--- src/rtl/prcp_pkg.sv ---
// ----------------------------------------------------------------------------
// prcp_pkg
// Shared types and constants of the polar radar to Cartesian points block.
// ----------------------------------------------------------------------------
`default_nettype none

package prcp_pkg;

  localparam int MAX_RANGE_BINS_DEF = 4096;
  localparam int PHASE_BITS_DEF     = 16;
  localparam int TRIG_FRAC_BITS_DEF = 16;

  localparam int CORDIC_STEPS = 28;
  localparam int CORDIC_FRAC  = 30;
  localparam int STEP_W       = 5;
  localparam logic signed [32:0] CORDIC_START = 33'sd652032874;

  localparam int COORD_W = 37;
  localparam logic [COORD_W-1:0] COORD_LIMIT = 37'd68702695425;

  localparam int CFG_IDX_W  = 2;
  localparam int CFG_DATA_W = 24;

  localparam logic [23:0] RANGE_STEP_RST = 24'd1055;
  localparam logic [15:0] ANGLE_STEP_RST = 16'd164;
  localparam logic [12:0] BINS_RST       = 13'd3768;
  localparam logic [7:0]  THRESHOLD_RST  = 8'd50;

  typedef enum logic [CFG_IDX_W-1:0] {
    CFG_RANGE_STEP = 2'd0,
    CFG_ANGLE_STEP = 2'd1,
    CFG_BINS       = 2'd2,
    CFG_THRESHOLD  = 2'd3
  } cfg_reg_e;

  typedef enum logic [2:0] {
    ST_IDLE,
    ST_RANGE,
    ST_ROTATE,
    ST_TRIG,
    ST_MUL_HI,
    ST_MUL_LO,
    ST_SUM,
    ST_EMIT
  } prcp_state_e;

  typedef struct packed {
    logic              accept;
    logic              range_en;
    logic              cordic_load;
    logic              cordic_step;
    logic [STEP_W-1:0] step;
    logic              trig_load;
    logic              mul_hi;
    logic              mul_lo;
    logic              sum;
    logic              axis;
    logic              emit;
  } prcp_cmd_t;

  typedef struct packed {
    logic hit;
    logic trig_cached;
    logic out_free;
  } prcp_sts_t;

  // atan(2^-i) in units of 2^-32 turn
  function automatic logic signed [31:0] atan_turn(input logic [STEP_W-1:0] i);
    case (i)
      5'd0:    atan_turn = 32'sd536870912;
      5'd1:    atan_turn = 32'sd316933406;
      5'd2:    atan_turn = 32'sd167458907;
      5'd3:    atan_turn = 32'sd85004756;
      5'd4:    atan_turn = 32'sd42667331;
      5'd5:    atan_turn = 32'sd21354465;
      5'd6:    atan_turn = 32'sd10679838;
      5'd7:    atan_turn = 32'sd5340245;
      5'd8:    atan_turn = 32'sd2670163;
      5'd9:    atan_turn = 32'sd1335087;
      5'd10:   atan_turn = 32'sd667544;
      5'd11:   atan_turn = 32'sd333772;
      5'd12:   atan_turn = 32'sd166886;
      5'd13:   atan_turn = 32'sd83443;
      5'd14:   atan_turn = 32'sd41722;
      5'd15:   atan_turn = 32'sd20861;
      5'd16:   atan_turn = 32'sd10430;
      5'd17:   atan_turn = 32'sd5215;
      5'd18:   atan_turn = 32'sd2608;
      5'd19:   atan_turn = 32'sd1304;
      5'd20:   atan_turn = 32'sd652;
      5'd21:   atan_turn = 32'sd326;
      5'd22:   atan_turn = 32'sd163;
      5'd23:   atan_turn = 32'sd81;
      5'd24:   atan_turn = 32'sd41;
      5'd25:   atan_turn = 32'sd20;
      5'd26:   atan_turn = 32'sd10;
      5'd27:   atan_turn = 32'sd5;
      default: atan_turn = 32'sd0;
    endcase
  endfunction

endpackage

`default_nettype wire

--- src/rtl/prcp_in_if.sv ---
// ----------------------------------------------------------------------------
// prcp_in_if
// Sample channel: valid/ready handshake with intensity and frame start.
// ----------------------------------------------------------------------------
`default_nettype none

interface prcp_in_if;
  logic       valid;
  logic       ready;
  logic [7:0] sample_intensity;
  logic       frame_start;

  modport source (output valid, output sample_intensity, output frame_start, input ready);
  modport sink (input valid, input sample_intensity, input frame_start, output ready);
endinterface

`default_nettype wire

--- src/rtl/prcp_out_if.sv ---
// ----------------------------------------------------------------------------
// prcp_out_if
// Point channel: valid/ready handshake with x, y and intensity.
// ----------------------------------------------------------------------------
`default_nettype none

interface prcp_out_if;
  logic               valid;
  logic               ready;
  logic signed [36:0] point_x;
  logic signed [36:0] point_y;
  logic [7:0]         point_intensity;

  modport source (output valid, output point_x, output point_y, output point_intensity,
                  input ready);
  modport sink (input valid, input point_x, input point_y, input point_intensity,
                output ready);
endinterface

`default_nettype wire

--- src/rtl/prcp_ctrl.sv ---
// ----------------------------------------------------------------------------
// prcp_ctrl
// Sequencer: accepts items, runs the CORDIC loop and the shared multiplier.
// ----------------------------------------------------------------------------
`default_nettype none

module prcp_ctrl (
  input  wire logic                clk_i,
  input  wire logic                rst_ni,
  input  wire logic                in_valid_i,
  output logic                     in_ready_o,
  input  wire prcp_pkg::prcp_sts_t sts_i,
  output prcp_pkg::prcp_cmd_t      cmd_o
);
  import prcp_pkg::*;

  localparam logic [STEP_W-1:0] LAST_STEP = STEP_W'(CORDIC_STEPS - 1);

  prcp_state_e       state_q, state_d;
  logic [STEP_W-1:0] step_q, step_d;
  logic              axis_q, axis_d;

  always_ff @(posedge clk_i or negedge rst_ni) begin
    if (!rst_ni) begin
      state_q <= ST_IDLE;
      step_q  <= '0;
      axis_q  <= 1'b0;
    end else begin
      state_q <= state_d;
      step_q  <= step_d;
      axis_q  <= axis_d;
    end
  end

  always_comb begin
    state_d    = state_q;
    step_d     = step_q;
    axis_d     = axis_q;
    in_ready_o = 1'b0;
    cmd_o      = '0;
    cmd_o.step = step_q;
    cmd_o.axis = axis_q;
    case (state_q)
      ST_IDLE: begin
        in_ready_o   = 1'b1;
        cmd_o.accept = in_valid_i;
        if (in_valid_i && sts_i.hit) begin
          state_d = ST_RANGE;
        end
      end
      ST_RANGE: begin
        cmd_o.range_en = 1'b1;
        axis_d         = 1'b0;
        if (sts_i.trig_cached) begin
          state_d = ST_MUL_HI;
        end else begin
          cmd_o.cordic_load = 1'b1;
          step_d            = '0;
          state_d           = ST_ROTATE;
        end
      end
      ST_ROTATE: begin
        cmd_o.cordic_step = 1'b1;
        if (step_q == LAST_STEP) begin
          state_d = ST_TRIG;
        end else begin
          step_d = step_q + STEP_W'(1);
        end
      end
      ST_TRIG: begin
        cmd_o.trig_load = 1'b1;
        state_d         = ST_MUL_HI;
      end
      ST_MUL_HI: begin
        cmd_o.mul_hi = 1'b1;
        state_d      = ST_MUL_LO;
      end
      ST_MUL_LO: begin
        cmd_o.mul_lo = 1'b1;
        state_d      = ST_SUM;
      end
      ST_SUM: begin
        cmd_o.sum = 1'b1;
        if (axis_q) begin
          state_d = ST_EMIT;
        end else begin
          axis_d  = 1'b1;
          state_d = ST_MUL_HI;
        end
      end
      ST_EMIT: begin
        if (sts_i.out_free) begin
          cmd_o.emit = 1'b1;
          state_d    = ST_IDLE;
        end
      end
      default: begin
        state_d = ST_IDLE;
      end
    endcase
  end

endmodule

`default_nettype wire

--- src/rtl/prcp_dp.sv ---
// ----------------------------------------------------------------------------
// prcp_dp
// Datapath: config, bin and row counters, CORDIC, trig cache, scaling, output.
// ----------------------------------------------------------------------------
`default_nettype none

module prcp_dp #(
  parameter int MAX_RANGE_BINS = prcp_pkg::MAX_RANGE_BINS_DEF,
  parameter int PHASE_BITS     = prcp_pkg::PHASE_BITS_DEF,
  parameter int TRIG_FRAC_BITS = prcp_pkg::TRIG_FRAC_BITS_DEF
) (
  input  wire logic                                  clk_i,
  input  wire logic                                  rst_ni,
  input  wire logic                                  cfg_we_i,
  input  wire logic [prcp_pkg::CFG_IDX_W-1:0]        cfg_idx_i,
  input  wire logic [prcp_pkg::CFG_DATA_W-1:0]       cfg_data_i,
  input  wire logic [7:0]                            sample_intensity_i,
  input  wire logic                                  frame_start_i,
  input  wire prcp_pkg::prcp_cmd_t                   cmd_i,
  output prcp_pkg::prcp_sts_t                        sts_o,
  input  wire logic                                  out_ready_i,
  output logic                                       out_valid_o,
  output logic signed [prcp_pkg::COORD_W-1:0]        point_x_o,
  output logic signed [prcp_pkg::COORD_W-1:0]        point_y_o,
  output logic [7:0]                                 point_intensity_o
);
  import prcp_pkg::*;

  localparam int BIN_W = $clog2(MAX_RANGE_BINS);
  localparam int RNG_W = BIN_W + 24;
  localparam int RH_W  = RNG_W - 16;
  localparam int MA_W  = (RH_W > 16) ? RH_W : 16;
  localparam int TM_W  = TRIG_FRAC_BITS + 2;
  localparam int TG_W  = TRIG_FRAC_BITS + 3;
  localparam int P_W   = MA_W + TM_W;
  localparam int CW    = 33;
  localparam int SH    = CORDIC_FRAC - TRIG_FRAC_BITS;
  localparam logic [31:0] ANG_RST32 = 32'(ANGLE_STEP_RST);
  localparam logic [31:0] MAX32     = 32'(MAX_RANGE_BINS);

  // config
  logic [23:0] range_step_q;
  logic [15:0] angle_step_q;
  logic [12:0] bins_q;
  logic [7:0]  thr_q;

  always_ff @(posedge clk_i or negedge rst_ni) begin
    if (!rst_ni) begin
      range_step_q <= RANGE_STEP_RST;
      angle_step_q <= ANGLE_STEP_RST;
      bins_q       <= BINS_RST;
      thr_q        <= THRESHOLD_RST;
    end else if (cfg_we_i) begin
      case (cfg_reg_e'(cfg_idx_i))
        CFG_RANGE_STEP: range_step_q <= cfg_data_i;
        CFG_ANGLE_STEP: angle_step_q <= cfg_data_i[15:0];
        CFG_BINS:       bins_q       <= cfg_data_i[12:0];
        CFG_THRESHOLD:  thr_q        <= cfg_data_i[7:0];
        default: ;
      endcase
    end
  end

  // bin and row counters
  logic [BIN_W-1:0]      bin_q, bin_d, bin_eff;
  logic [PHASE_BITS-1:0] phase_q, phase_d, ph_eff, ang_pb;
  logic [31:0]           ang32, bins32, row_len32, bin_inc32;

  always_comb begin
    ang32     = 32'(angle_step_q);
    ang_pb    = ang32[PHASE_BITS-1:0];
    bin_eff   = frame_start_i ? '0 : bin_q;
    ph_eff    = frame_start_i ? ang_pb : phase_q;
    bins32    = 32'(bins_q);
    if (bins_q == '0) begin
      row_len32 = 32'd1;
    end else if (bins32 > MAX32) begin
      row_len32 = MAX32;
    end else begin
      row_len32 = bins32;
    end
    bin_inc32 = 32'(bin_eff) + 32'd1;
    if (bin_inc32 >= row_len32) begin
      bin_d   = '0;
      phase_d = ph_eff + ang_pb;
    end else begin
      bin_d   = bin_inc32[BIN_W-1:0];
      phase_d = ph_eff;
    end
  end

  always_ff @(posedge clk_i or negedge rst_ni) begin
    if (!rst_ni) begin
      bin_q   <= '0;
      phase_q <= ANG_RST32[PHASE_BITS-1:0];
    end else if (cmd_i.accept) begin
      bin_q   <= bin_d;
      phase_q <= phase_d;
    end
  end

  logic [BIN_W-1:0]      bin_use_q;
  logic [PHASE_BITS-1:0] phase_use_q;
  logic [7:0]            inten_q;
  logic [RNG_W-1:0]      range_q;

  always_ff @(posedge clk_i) begin
    if (cmd_i.accept) begin
      bin_use_q   <= bin_eff;
      phase_use_q <= ph_eff;
      inten_q     <= sample_intensity_i;
    end
    if (cmd_i.range_en) begin
      range_q <= RNG_W'(bin_use_q) * RNG_W'(range_step_q);
    end
  end

  // cordic
  logic signed [CW-1:0] cx_q, cy_q, shx, shy;
  logic signed [31:0]   cz_q, atan_i;
  logic [1:0]           quad_q;
  logic [31:0]          p32;

  always_comb begin
    p32    = {phase_use_q, {(32 - PHASE_BITS){1'b0}}};
    shx    = cx_q >>> cmd_i.step;
    shy    = cy_q >>> cmd_i.step;
    atan_i = atan_turn(cmd_i.step);
  end

  always_ff @(posedge clk_i) begin
    if (cmd_i.cordic_load) begin
      cx_q   <= CORDIC_START;
      cy_q   <= '0;
      cz_q   <= $signed({2'b00, p32[29:0]});
      quad_q <= p32[31:30];
    end else if (cmd_i.cordic_step) begin
      if (!cz_q[31]) begin
        cx_q <= cx_q - shy;
        cy_q <= cy_q + shx;
        cz_q <= cz_q - atan_i;
      end else begin
        cx_q <= cx_q + shy;
        cy_q <= cy_q - shx;
        cz_q <= cz_q + atan_i;
      end
    end
  end

  function automatic logic signed [TG_W-1:0] rnd(input logic signed [CW-1:0] v);
    logic [CW-1:0] mag;
    logic [CW-1:0] r;
    mag = v[CW-1] ? CW'(-v) : CW'(v);
    r   = (mag + (CW'(1) << (SH - 1))) >> SH;
    rnd = v[CW-1] ? -$signed(TG_W'(r)) : $signed(TG_W'(r));
  endfunction

  // trig cache for the last phase seen
  logic signed [TG_W-1:0] c_q, s_q, rx, ry;
  logic [PHASE_BITS-1:0]  tag_q;
  logic                   trig_valid_q;

  always_comb begin
    rx = rnd(cx_q);
    ry = rnd(cy_q);
  end

  always_ff @(posedge clk_i) begin
    if (cmd_i.trig_load) begin
      tag_q <= phase_use_q;
      case (quad_q)
        2'd0: begin
          c_q <= rx;
          s_q <= ry;
        end
        2'd1: begin
          c_q <= -ry;
          s_q <= rx;
        end
        2'd2: begin
          c_q <= -rx;
          s_q <= -ry;
        end
        default: begin
          c_q <= ry;
          s_q <= -rx;
        end
      endcase
    end
  end

  always_ff @(posedge clk_i or negedge rst_ni) begin
    if (!rst_ni) begin
      trig_valid_q <= 1'b0;
    end else if (cmd_i.trig_load) begin
      trig_valid_q <= 1'b1;
    end
  end

  // scaling: shared multiplier, high and low range halves
  logic signed [TG_W-1:0] tsel;
  logic [TM_W-1:0]        tmag;
  logic [MA_W-1:0]        mul_a;
  logic [P_W-1:0]         prod, hi_q, lo_q;
  logic                   neg_q;

  always_comb begin
    tsel  = cmd_i.axis ? s_q : c_q;
    tmag  = tsel[TG_W-1] ? TM_W'(-tsel) : TM_W'(tsel);
    mul_a = cmd_i.mul_hi ? MA_W'(range_q[RNG_W-1:16]) : MA_W'(range_q[15:0]);
    prod  = P_W'(mul_a) * P_W'(tmag);
  end

  always_ff @(posedge clk_i) begin
    if (cmd_i.mul_hi) begin
      hi_q  <= prod;
      neg_q <= tsel[TG_W-1];
    end
    if (cmd_i.mul_lo) begin
      lo_q <= prod;
    end
  end

  logic [63:0]              hi64, sum64, mag64;
  logic [COORD_W-1:0]       mag_c;
  logic signed [COORD_W-1:0] coord;
  logic signed [COORD_W-1:0] x_res_q, y_res_q;

  always_comb begin
    hi64  = 64'(hi_q);
    sum64 = (hi64 << 16) + 64'(lo_q) + (64'd1 << (TRIG_FRAC_BITS - 1));
    mag64 = sum64 >> TRIG_FRAC_BITS;
    if ((hi64 >= (64'd1 << 47)) || (mag64 > 64'(COORD_LIMIT))) begin
      mag_c = COORD_LIMIT;
    end else begin
      mag_c = mag64[COORD_W-1:0];
    end
    coord = neg_q ? -$signed(mag_c) : $signed(mag_c);
  end

  always_ff @(posedge clk_i) begin
    if (cmd_i.sum) begin
      if (cmd_i.axis) begin
        y_res_q <= coord;
      end else begin
        x_res_q <= coord;
      end
    end
  end

  // output register
  logic out_valid_q;

  always_ff @(posedge clk_i or negedge rst_ni) begin
    if (!rst_ni) begin
      out_valid_q <= 1'b0;
    end else if (cmd_i.emit) begin
      out_valid_q <= 1'b1;
    end else if (out_ready_i) begin
      out_valid_q <= 1'b0;
    end
  end

  always_ff @(posedge clk_i) begin
    if (cmd_i.emit) begin
      point_x_o         <= x_res_q;
      point_y_o         <= y_res_q;
      point_intensity_o <= inten_q;
    end
  end

  assign out_valid_o       = out_valid_q;
  assign sts_o.hit         = sample_intensity_i > thr_q;
  assign sts_o.trig_cached = trig_valid_q && (tag_q == phase_use_q);
  assign sts_o.out_free    = !out_valid_q || out_ready_i;

endmodule

`default_nettype wire

--- src/rtl/polar_radar_to_cartesian_points_core.sv ---
// Samples at or below the threshold are accepted back to back, with ready held high.
// A sample above the threshold keeps ready low until its point is registered for output,
// after any wait for the previous point. The 28-step CORDIC loop runs unless the row's
// cos/sin pair is cached from the same phase; then the shared multiplier forms four products
// per point (high and low range halves for x, then for y) before the point is emitted.
// Reset: config to defaults, bin counter zero, phase to the angle step, trig cache emptied.
// ----------------------------------------------------------------------------
// polar_radar_to_cartesian_points_core
// Thresholded polar radar samples to Cartesian points.
// ----------------------------------------------------------------------------
`default_nettype none

module polar_radar_to_cartesian_points_core #(
  parameter int MAX_RANGE_BINS = prcp_pkg::MAX_RANGE_BINS_DEF,
  parameter int PHASE_BITS     = prcp_pkg::PHASE_BITS_DEF,
  parameter int TRIG_FRAC_BITS = prcp_pkg::TRIG_FRAC_BITS_DEF
) (
  input  wire logic                            clk_i,
  input  wire logic                            rst_ni,
  input  wire logic                            cfg_we_i,
  input  wire logic [prcp_pkg::CFG_IDX_W-1:0]  cfg_idx_i,
  input  wire logic [prcp_pkg::CFG_DATA_W-1:0] cfg_data_i,
  prcp_in_if.sink                              in_i,
  prcp_out_if.source                           out_o
);
  import prcp_pkg::*;

  prcp_cmd_t cmd;
  prcp_sts_t sts;
  logic      in_ready;

  prcp_ctrl u_ctrl (
    .clk_i      (clk_i),
    .rst_ni     (rst_ni),
    .in_valid_i (in_i.valid),
    .in_ready_o (in_ready),
    .sts_i      (sts),
    .cmd_o      (cmd)
  );

  prcp_dp #(
    .MAX_RANGE_BINS (MAX_RANGE_BINS),
    .PHASE_BITS     (PHASE_BITS),
    .TRIG_FRAC_BITS (TRIG_FRAC_BITS)
  ) u_dp (
    .clk_i              (clk_i),
    .rst_ni             (rst_ni),
    .cfg_we_i           (cfg_we_i),
    .cfg_idx_i          (cfg_idx_i),
    .cfg_data_i         (cfg_data_i),
    .sample_intensity_i (in_i.sample_intensity),
    .frame_start_i      (in_i.frame_start),
    .cmd_i              (cmd),
    .sts_o              (sts),
    .out_ready_i        (out_o.ready),
    .out_valid_o        (out_o.valid),
    .point_x_o          (out_o.point_x),
    .point_y_o          (out_o.point_y),
    .point_intensity_o  (out_o.point_intensity)
  );

  assign in_i.ready = in_ready;

endmodule

`default_nettype wire
--- src/flat_wrapper.sv ---
// flat-port wrapper written by rule: the top's interface ports become plain ports
module polar_radar_to_cartesian_points_core_flat import prcp_pkg::*;
#(
  parameter int MAX_RANGE_BINS = prcp_pkg::MAX_RANGE_BINS_DEF,
  parameter int PHASE_BITS     = prcp_pkg::PHASE_BITS_DEF,
  parameter int TRIG_FRAC_BITS = prcp_pkg::TRIG_FRAC_BITS_DEF
)
  (clk_i, rst_ni, cfg_we_i, cfg_idx_i, cfg_data_i, in_i_valid, in_i_sample_intensity, in_i_frame_start, in_i_ready, out_o_valid, out_o_point_x, out_o_point_y, out_o_point_intensity, out_o_ready);
  prcp_in_if in_i_i ();
  prcp_out_if out_o_i ();
  input  wire logic clk_i;
  input  wire logic rst_ni;
  input  wire logic cfg_we_i;
  input  wire logic [prcp_pkg::CFG_IDX_W-1:0] cfg_idx_i;
  input  wire logic [prcp_pkg::CFG_DATA_W-1:0] cfg_data_i;
  input wire logic [$bits(in_i_i.valid)-1:0] in_i_valid;
  input wire logic [$bits(in_i_i.sample_intensity)-1:0] in_i_sample_intensity;
  input wire logic [$bits(in_i_i.frame_start)-1:0] in_i_frame_start;
  output wire logic [$bits(in_i_i.ready)-1:0] in_i_ready;
  output wire logic [$bits(out_o_i.valid)-1:0] out_o_valid;
  output wire logic [$bits(out_o_i.point_x)-1:0] out_o_point_x;
  output wire logic [$bits(out_o_i.point_y)-1:0] out_o_point_y;
  output wire logic [$bits(out_o_i.point_intensity)-1:0] out_o_point_intensity;
  input wire logic [$bits(out_o_i.ready)-1:0] out_o_ready;
  assign in_i_i.valid = in_i_valid;
  assign in_i_i.sample_intensity = in_i_sample_intensity;
  assign in_i_i.frame_start = in_i_frame_start;
  assign in_i_ready = in_i_i.ready;
  assign out_o_valid = out_o_i.valid;
  assign out_o_point_x = out_o_i.point_x;
  assign out_o_point_y = out_o_i.point_y;
  assign out_o_point_intensity = out_o_i.point_intensity;
  assign out_o_i.ready = out_o_ready;
  polar_radar_to_cartesian_points_core #(.MAX_RANGE_BINS(MAX_RANGE_BINS), .PHASE_BITS(PHASE_BITS), .TRIG_FRAC_BITS(TRIG_FRAC_BITS)) u_core (.clk_i(clk_i), .rst_ni(rst_ni), .cfg_we_i(cfg_we_i), .cfg_idx_i(cfg_idx_i), .cfg_data_i(cfg_data_i), .in_i(in_i_i), .out_o(out_o_i));
endmodule
--- config.mk ---
export PLATFORM = sky130hd
export DESIGN_NAME = polar_radar_to_cartesian_points_core_flat
export DESIGN_NICKNAME = d
export VERILOG_FILES = /design/src/rtl/prcp_pkg.sv /design/src/rtl/prcp_in_if.sv /design/src/rtl/prcp_out_if.sv /design/src/rtl/prcp_ctrl.sv /design/src/rtl/prcp_dp.sv /design/src/rtl/polar_radar_to_cartesian_points_core.sv /design/src/flat_wrapper.sv
export SDC_FILE = /design/constraint.sdc
export NUM_CORES = 2
export LEC_CHECK = 0
export ABC_CLOCK_PERIOD_IN_PS = 18600
export CAP_MARGIN = 0
export CORE_ASPECT_RATIO = 0.5
export CORE_UTILIZATION = 58
export DETAILED_ROUTE_END_ITERATION = 7
export DONT_BUFFER_PORTS = 1
export PLACE_DENSITY = 0.74
export SYNTH_ARGS = -nofsm -noshare
export SYNTH_HDL_FRONTEND = slang
export SYNTH_HIERARCHICAL = 1
export SYNTH_SLANG_ARGS = --single-unit
--- constraint.sdc ---
create_clock -name clk_i -period 18.6 [get_ports clk_i]
set_input_delay 3.72 -clock clk_i [delete_from_list [all_inputs] [get_ports clk_i]]
set_output_delay 3.72 -clock clk_i [all_outputs]
set_load 0.02 [all_outputs]
# After elaboration in Yosys (flattened, before gate mapping)
# Memories as Yosys holds them, arrays and structs flattened.
# Cells that the tools add are included.
[op_classes]
shift = 2
bitwise = 1
order_cmp = 4
muxes = 45
n_mul = 2
n_eq_ne = 19
addsub = 21
reduce_logical = 20
[ops]
columns = ["cell", "n"]
rows = [
  ["$mux 33", 4],
  ["$pmux 19 s3", 2],
  ["$neg 19->19", 4],
  ["$mux 37", 2],
  ["$add 33x14->33 const B", 2],
  ["$add 33x33->33", 2],
  ["$neg 33->33", 2],
  ["$sshr 33x5->33", 2],
  ["$sub 33x33->33", 2],
  ["$mux 30", 2],
  ["$mux 19", 3],
  ["$add 55x16->56 const B", 1],
  ["$add 54x38->55", 1],
  ["$gt 40x36->1 const B", 1],
  ["$mul 20x18->38", 1],
  ["$neg 37->37", 1],
  ["$mul 12x24->36", 1],
  ["$add 32x32->32", 1],
  ["$ge 13x32->1", 1],
  ["$mux 16", 2],
  ["$mux 32", 1],
  ["$sub 32x32->32", 1],
  ["$mux 13", 2],
  ["$mux 12", 2],
  ["other kinds (34)", 71],
]
[totals]
word_cells = 146
mem_bits_ro = 960
ff_bits = 559
output_inout_bits = 84
mem_count = 1
[mem_list]
columns = ["memory", "words", "word_bits", "read_ports", "rd_clocked_by_memory_dff", "wr", "line_no", "source"]
rows = [
  ["(no name shown)", 32, 30, 1, 0, 0, "prcp_pkg.sv:69", "case (i)"],
]

# Logic depth before layout (Yosys ltp)
[depth]
depth_word = 7
ltp_mapped = 36

# Modules after synthesis
# The synthesis kept the hierarchy.
[modules_own_cells]
columns = ["module", "cells_per_inst", "n_inst", "seq_area_each_um2", "area_each_um2"]
rows = [
  ["prcp_dp", 6477, 1, 14796.7, 59746.1],
  ["prcp_ctrl", 64, 1, 225.2, 570.5],
]

# Worst setup path before layout
# No wires, ideal clock.
[synth_timing]
path_kind = "reg-to-reg"
start = "reg u_core.u_ctrl.state_q[1]"
end = "reg u_core.u_dp.hi_q[37] (data pin)"
t_required_ns = 18.336
path_slack_ns = 7.995
stages_incl_launch_ff = 28
setup_ns = 0.264
arrival_ns = 10.340
synth_period_minus_slack_ns = 10.605
cell_sequence = "dfrtp_1 > clkbuf_1 > nor3_1 > buf_1 > clkbuf_1 > mux2i_1 > nor2_1 > fa_1 > inv_1 > fa_1 > inv_1 > fa_1 > fa_1 > fa_1 > inv_1 > fa_1 > inv_1 > ha_1 > or3_1 > o21ai_0 > o31ai_1 > o41ai_1 > or3_1 > a31oi_1 > a31oi_1 > o21ai_0 > a21oi_1 > xnor2_1"
[synth_rtl]
columns = ["element", "line_no", "source"]
rows = [
  ["start: declaration", "prcp_ctrl.sv:19", "prcp_state_e state_q, state_d;"],
  ["start signal: assignment", "prcp_ctrl.sv:29", "state_q <= state_d;"],
  ["end signal: assignment", "prcp_dp.sv:216", "hi_q <= prod;"],
  ["end: declaration", "prcp_dp.sv:204", "logic [P_W-1:0] prod, hi_q, lo_q;"],
]

# Final worst setup path
[layout_timing]
start = "reg u_core.u_ctrl.axis_q"
end = "reg u_core.u_dp.hi_q[37] (data pin)"
[layout_between]
elab_chain_len = 4
[layout_lines]
columns = ["element", "line_no", "source"]
rows = [
  ["start: declaration", "prcp_ctrl.sv:21", "logic axis_q, axis_d;"],
  ["start signal: assignment", "prcp_ctrl.sv:31", "axis_q <= axis_d;"],
  ["$mux 19 (*)", "prcp_dp.sv:208", "tsel = cmd_i.axis ? s_q : c_q;"],
  ["$neg 18->18", "prcp_dp.sv:209", "tmag = tsel[TG_W-1] ? TM_W'(-tsel) : TM_W'(tsel);"],
  ["$mux 18 (*)", "prcp_dp.sv:209", ""],
  ["$mul 20x18->38 (*)", "prcp_dp.sv:211", "prod = P_W'(mul_a) * P_W'(tmag);"],
  ["via u_core.u_dp.prod[37]", "prcp_dp.sv:204", ""],
]
# The timed path passes the listed nets; every way through them passes the cells marked *.
# A chain may end at the register's enable or synchronous reset.

==> results.py <==
metrics = {
    "sta": {
        "fin_worst_skew_ns": 0.03331,
        "setup_viol_count_final": 0,
        "worst_pin_slew_ns": 1.292,
        "final.min_clock_period_ns": 11.06,
        "maxSlewViolCount": 0,
        "setup_total_negative_slack_ns": 0,
        "final_hold_viol_count": 0,
        "timing.fmax_mhz": 90.45,
        "final_min_period_over_clock_period_pct": 59.44,
        "rel_slew_slack_pct": 12.99,
        "rsz_0062_raised_after_global_routing": "no",
    },
    "setup_path": {
        "r2r-end": "u_core/u_dp/hi_q[37]$_DFFE_PP_",
        "worst_setup_path_start_kind": "register",
        "setup.reg_to_reg.worst_slack_ns": 7.54,
        "cp_max_fo": 42,
        "timing.critical_path.arrival_ns": 11.42,
        "critical-path-top-cell-by-count": "sky130_fd_sc_hd__inv_1",
        "path_class": "register to register",
        "critical_path.reg2reg.startpoint": "u_core/u_ctrl/axis_q$_DFFE_PN0P_",
        "critPathMaxStageDelay_ns": 0.96,
        "cpMaxStageDelayCell": "sky130_fd_sc_hd__dfrtp_2",
        "worst_r2r_path_depth": 32,
        "crit_required_ns": 18.96,
        "end_kind": "register",
    },
    "floorplanning": {
        "core-area_mm2": 0.1028,
        "initial_core_util_pct": 58.67,
        "ioPinCount": 124,
        "dieWidth_um": 458.1,
        "fp.dieArea_mm2": 0.1054,
        "die_h_um": 230.0,
        "row_count": 83,
    },
    "yosys": {
        "most_common_flop_cell_mapped_by_yosys": "sky130_fd_sc_hd__edfxtp_1",
        "synthCells": 6541,
        "synthDistinctLibCells": 121,
        "synth_area_leader_cell": "sky130_fd_sc_hd__edfxtp_1",
        "netlist_top_cells_count": "sky130_fd_sc_hd__nand2_1, sky130_fd_sc_hd__inv_1, sky130_fd_sc_hd__nor2_1, sky130_fd_sc_hd__fa_1, sky130_fd_sc_hd__edfxtp_1",
        "synth.top_cells.by_area": "sky130_fd_sc_hd__edfxtp_1, sky130_fd_sc_hd__fa_1, sky130_fd_sc_hd__ha_1, sky130_fd_sc_hd__nand2_1, sky130_fd_sc_hd__inv_1",
        "asyncSetResetFlopFracSynth_pct": 18.38,
        "synth_sequential_area_ratio_pct": 24.91,
        "ys_seq_elements": 544,
        "synthDominantCellAreaShare_pct": 17.92,
        "synth_enable_flop_cells": 360,
        "synth.most_common_cell": "sky130_fd_sc_hd__nand2_1",
        "synthesis.nets": 7451,
        "ys.warnings.count": 6,
        "synth.avg_cell_area_um2": 9.221,
        "netlist_area_mm2": 0.06032,
    },
    "clock_tree": {
        "cts.repair_timing.setup_buffer_count": 0,
        "cts.sink_count": 544,
        "ctsRootBufferMaster": "sky130_fd_sc_hd__clkbuf_16",
        "ctsResizeCount": 0,
        "cts.path.max_buffers": 3,
        "tritoncts.num_buffers": 52,
        "tritoncts": "yes",
        "clkLatencyLatePin_ns": 0.66,
        "path_clk_slew_ns": 0.07,
        "htree_levels": 2,
        "cts.hold.buffers_added": 0,
    },
    "layout": {
        "post_route_cells_drive_above_1_share_pct": 8.146,
        "syn2layout_area_growth_pct": 4.584,
        "finalNetCount": 7237,
    },
    "global_routing": {
        "grt_pass1_vias": 48124,
        "maximum_number_of_pins_on_one_net_before_global_route_repair": 101,
        "grt_pass1_wl_um": 274800,
        "antenna_found_initial": 15,
        "globalRouteOverflowTotal": 0,
        "globalRouteTotalUtil_pct": 33.45,
    },
    "route": {
        "route.final.wire_length_um": 176700,
        "first_pass_iters": 8,
        "drt_iter0_drc": 5457,
        "remaining_number_of_nets_flagged_by_the_antenna_check_after_routing": 0,
        "wl_per_cell_um": 22.82,
        "post_drt_via_cell_ratio": 6.369,
        "route.vias.total": 49318,
        "drt_drc_violations_left": 0,
    },
    "run_status": {
        "outcome": "complete, no violations",
    },
    "place": {
        "gpl.final_weighted_congestion": 1.000,
        "numPortBuffers": 0,
        "hpwl_um": 136500,
    },
    "hold_path": {
        "holdPathStages": 0,
        "hold_path.class": "register to register",
        "min_delay_worst_endpoint": "u_core/u_dp/point_y_o[23]$_DFFE_PP_",
        "holdCritStartpoint": "u_core/u_dp/y_res_q[23]$_DFFE_PP_",
    },
    "flow_run": {
        "cap_violations": 0,
    },
}
cells in the final DEF, fill, tap and decap left out, types with 53 or more instances in the layout:
cell type	count
sky130_fd_sc_hd__a211oi_1	60
sky130_fd_sc_hd__a21o_1	73
sky130_fd_sc_hd__a21oi_1	297
sky130_fd_sc_hd__a31oi_1	83
sky130_fd_sc_hd__and2_1	133
sky130_fd_sc_hd__and3_1	55
sky130_fd_sc_hd__buf_4	73
sky130_fd_sc_hd__clkbuf_16	53
sky130_fd_sc_hd__dfrtp_1	72
sky130_fd_sc_hd__dfxtp_1	81
sky130_fd_sc_hd__edfxtp_1	360
sky130_fd_sc_hd__fa_1	513
sky130_fd_sc_hd__ha_1	357
sky130_fd_sc_hd__inv_1	722
sky130_fd_sc_hd__mux2_2	129
sky130_fd_sc_hd__mux2i_1	146
sky130_fd_sc_hd__mux4_2	97
sky130_fd_sc_hd__nand2_1	755
sky130_fd_sc_hd__nand2b_1	71
sky130_fd_sc_hd__nand3_1	119
sky130_fd_sc_hd__nor2_1	529
sky130_fd_sc_hd__nor2b_1	53
sky130_fd_sc_hd__nor3_1	116
sky130_fd_sc_hd__o21ai_0	251
sky130_fd_sc_hd__xnor2_1	248
sky130_fd_sc_hd__xor2_1	144
worst max path at each step:
stage	end	start	slack [ns]	depth (start not counted)
2_1_floorplan	u_core/u_dp/hi_q[37]$_DFFE_PP_	u_core/u_ctrl/state_q[1]$_DFFE_PN0P_	8.00	27
6_report	u_core/u_dp/hi_q[37]$_DFFE_PP_	u_core/u_ctrl/axis_q$_DFFE_PN0P_	7.54	32
4_1_cts	u_core/u_dp/lo_q[37]$_DFFE_PP_	u_core/u_ctrl/axis_q$_DFFE_PN0P_	7.63	32
3_5_place_dp	u_core/u_dp/hi_q[37]$_DFFE_PP_	u_core/u_ctrl/axis_q$_DFFE_PN0P_	7.67	32
5_1_grt	u_core/u_dp/lo_q[37]$_DFFE_PP_	u_core/u_ctrl/axis_q$_DFFE_PN0P_	6.96	32
3_3_place_gp	u_core/u_dp/hi_q[37]$_DFFE_PP_	u_core/u_ctrl/axis_q$_DFFE_PN0P_	7.87	32
per-stage QoR:
step	hold slack [ns]	utilization [%]	setup WS, ns	std cells	cell area (um2)
finish	0.4166	61.36	7.544	7744	63080
floorplan	0.4003	-	7.995	6541	60320
CTS	0.4190	61.33	7.628	7731	63050
detailed placement	0.4045	59.67	7.667	7633	61340
global placement	0.4034	59.67	7.872	7633	61340
global route	0.4223	61.34	6.956	7737	63060
area by class of cell:
class | count | area (um2)
Tap cell | 1360 | 1702
Fill cell | 8610 | 39730
Clock inverter | 36 | 316.6
Multi-Input combinational cell | 4922 | 41300
Timing Repair Buffer | 73 | 548.0
Sequential cell | 544 | 15040
Antenna cell | 13 | 32.53
Inverter | 734 | 2755
Clock buffer | 62 | 1390
cells by family after synthesis:
group | synth area share (%)
buffers and inverters | 6.765
and+or+nand+nor | 16.29
muxes | 8.681
AOI/OAI and AO/OA | 13.01
DFF | 24.91
xor gates and xnor gates | 5.912
adders and majority gates | 24.43
critical path: cells and delay by family (launching register included):
kind | cells | cell delay [ns]
compound gates | 10 | 2.86
mux | 1 | 0.56
fa+ha+maj | 8 | 3.60
simple gates | 5 | 1.21
xor+xnor | 2 | 1.05
flops | 1 | 0.96
buf+inv | 6 | 0.49
layer usage:
layer	vias to the layer above	global-route usage (%)	routed length (um)
met2	2483	51.91	78320
met5	-	0	8
met3	420	6.428	17720
met1	24298	46.05	73000
li1	22115	-	-
met4	2	13.85	7636
state kept, by name (all words and copies together) (netlist names), 23 cells and up:
name,cells
u_core/u_dp/cx_q,33
u_core/u_dp/cy_q,33
u_core/u_dp/cz_q,32
u_core/u_dp/hi_q,38
u_core/u_dp/lo_q,23
u_core/u_dp/point_x_o,37
u_core/u_dp/point_y_o,37
u_core/u_dp/range_q,36
u_core/u_dp/range_step_q,24
u_core/u_dp/x_res_q,37
u_core/u_dp/y_res_q,37
Power is left out: the tool's default activity adds up to more than one toggle a clock period on the data nets, which glitch-free logic cannot reach.
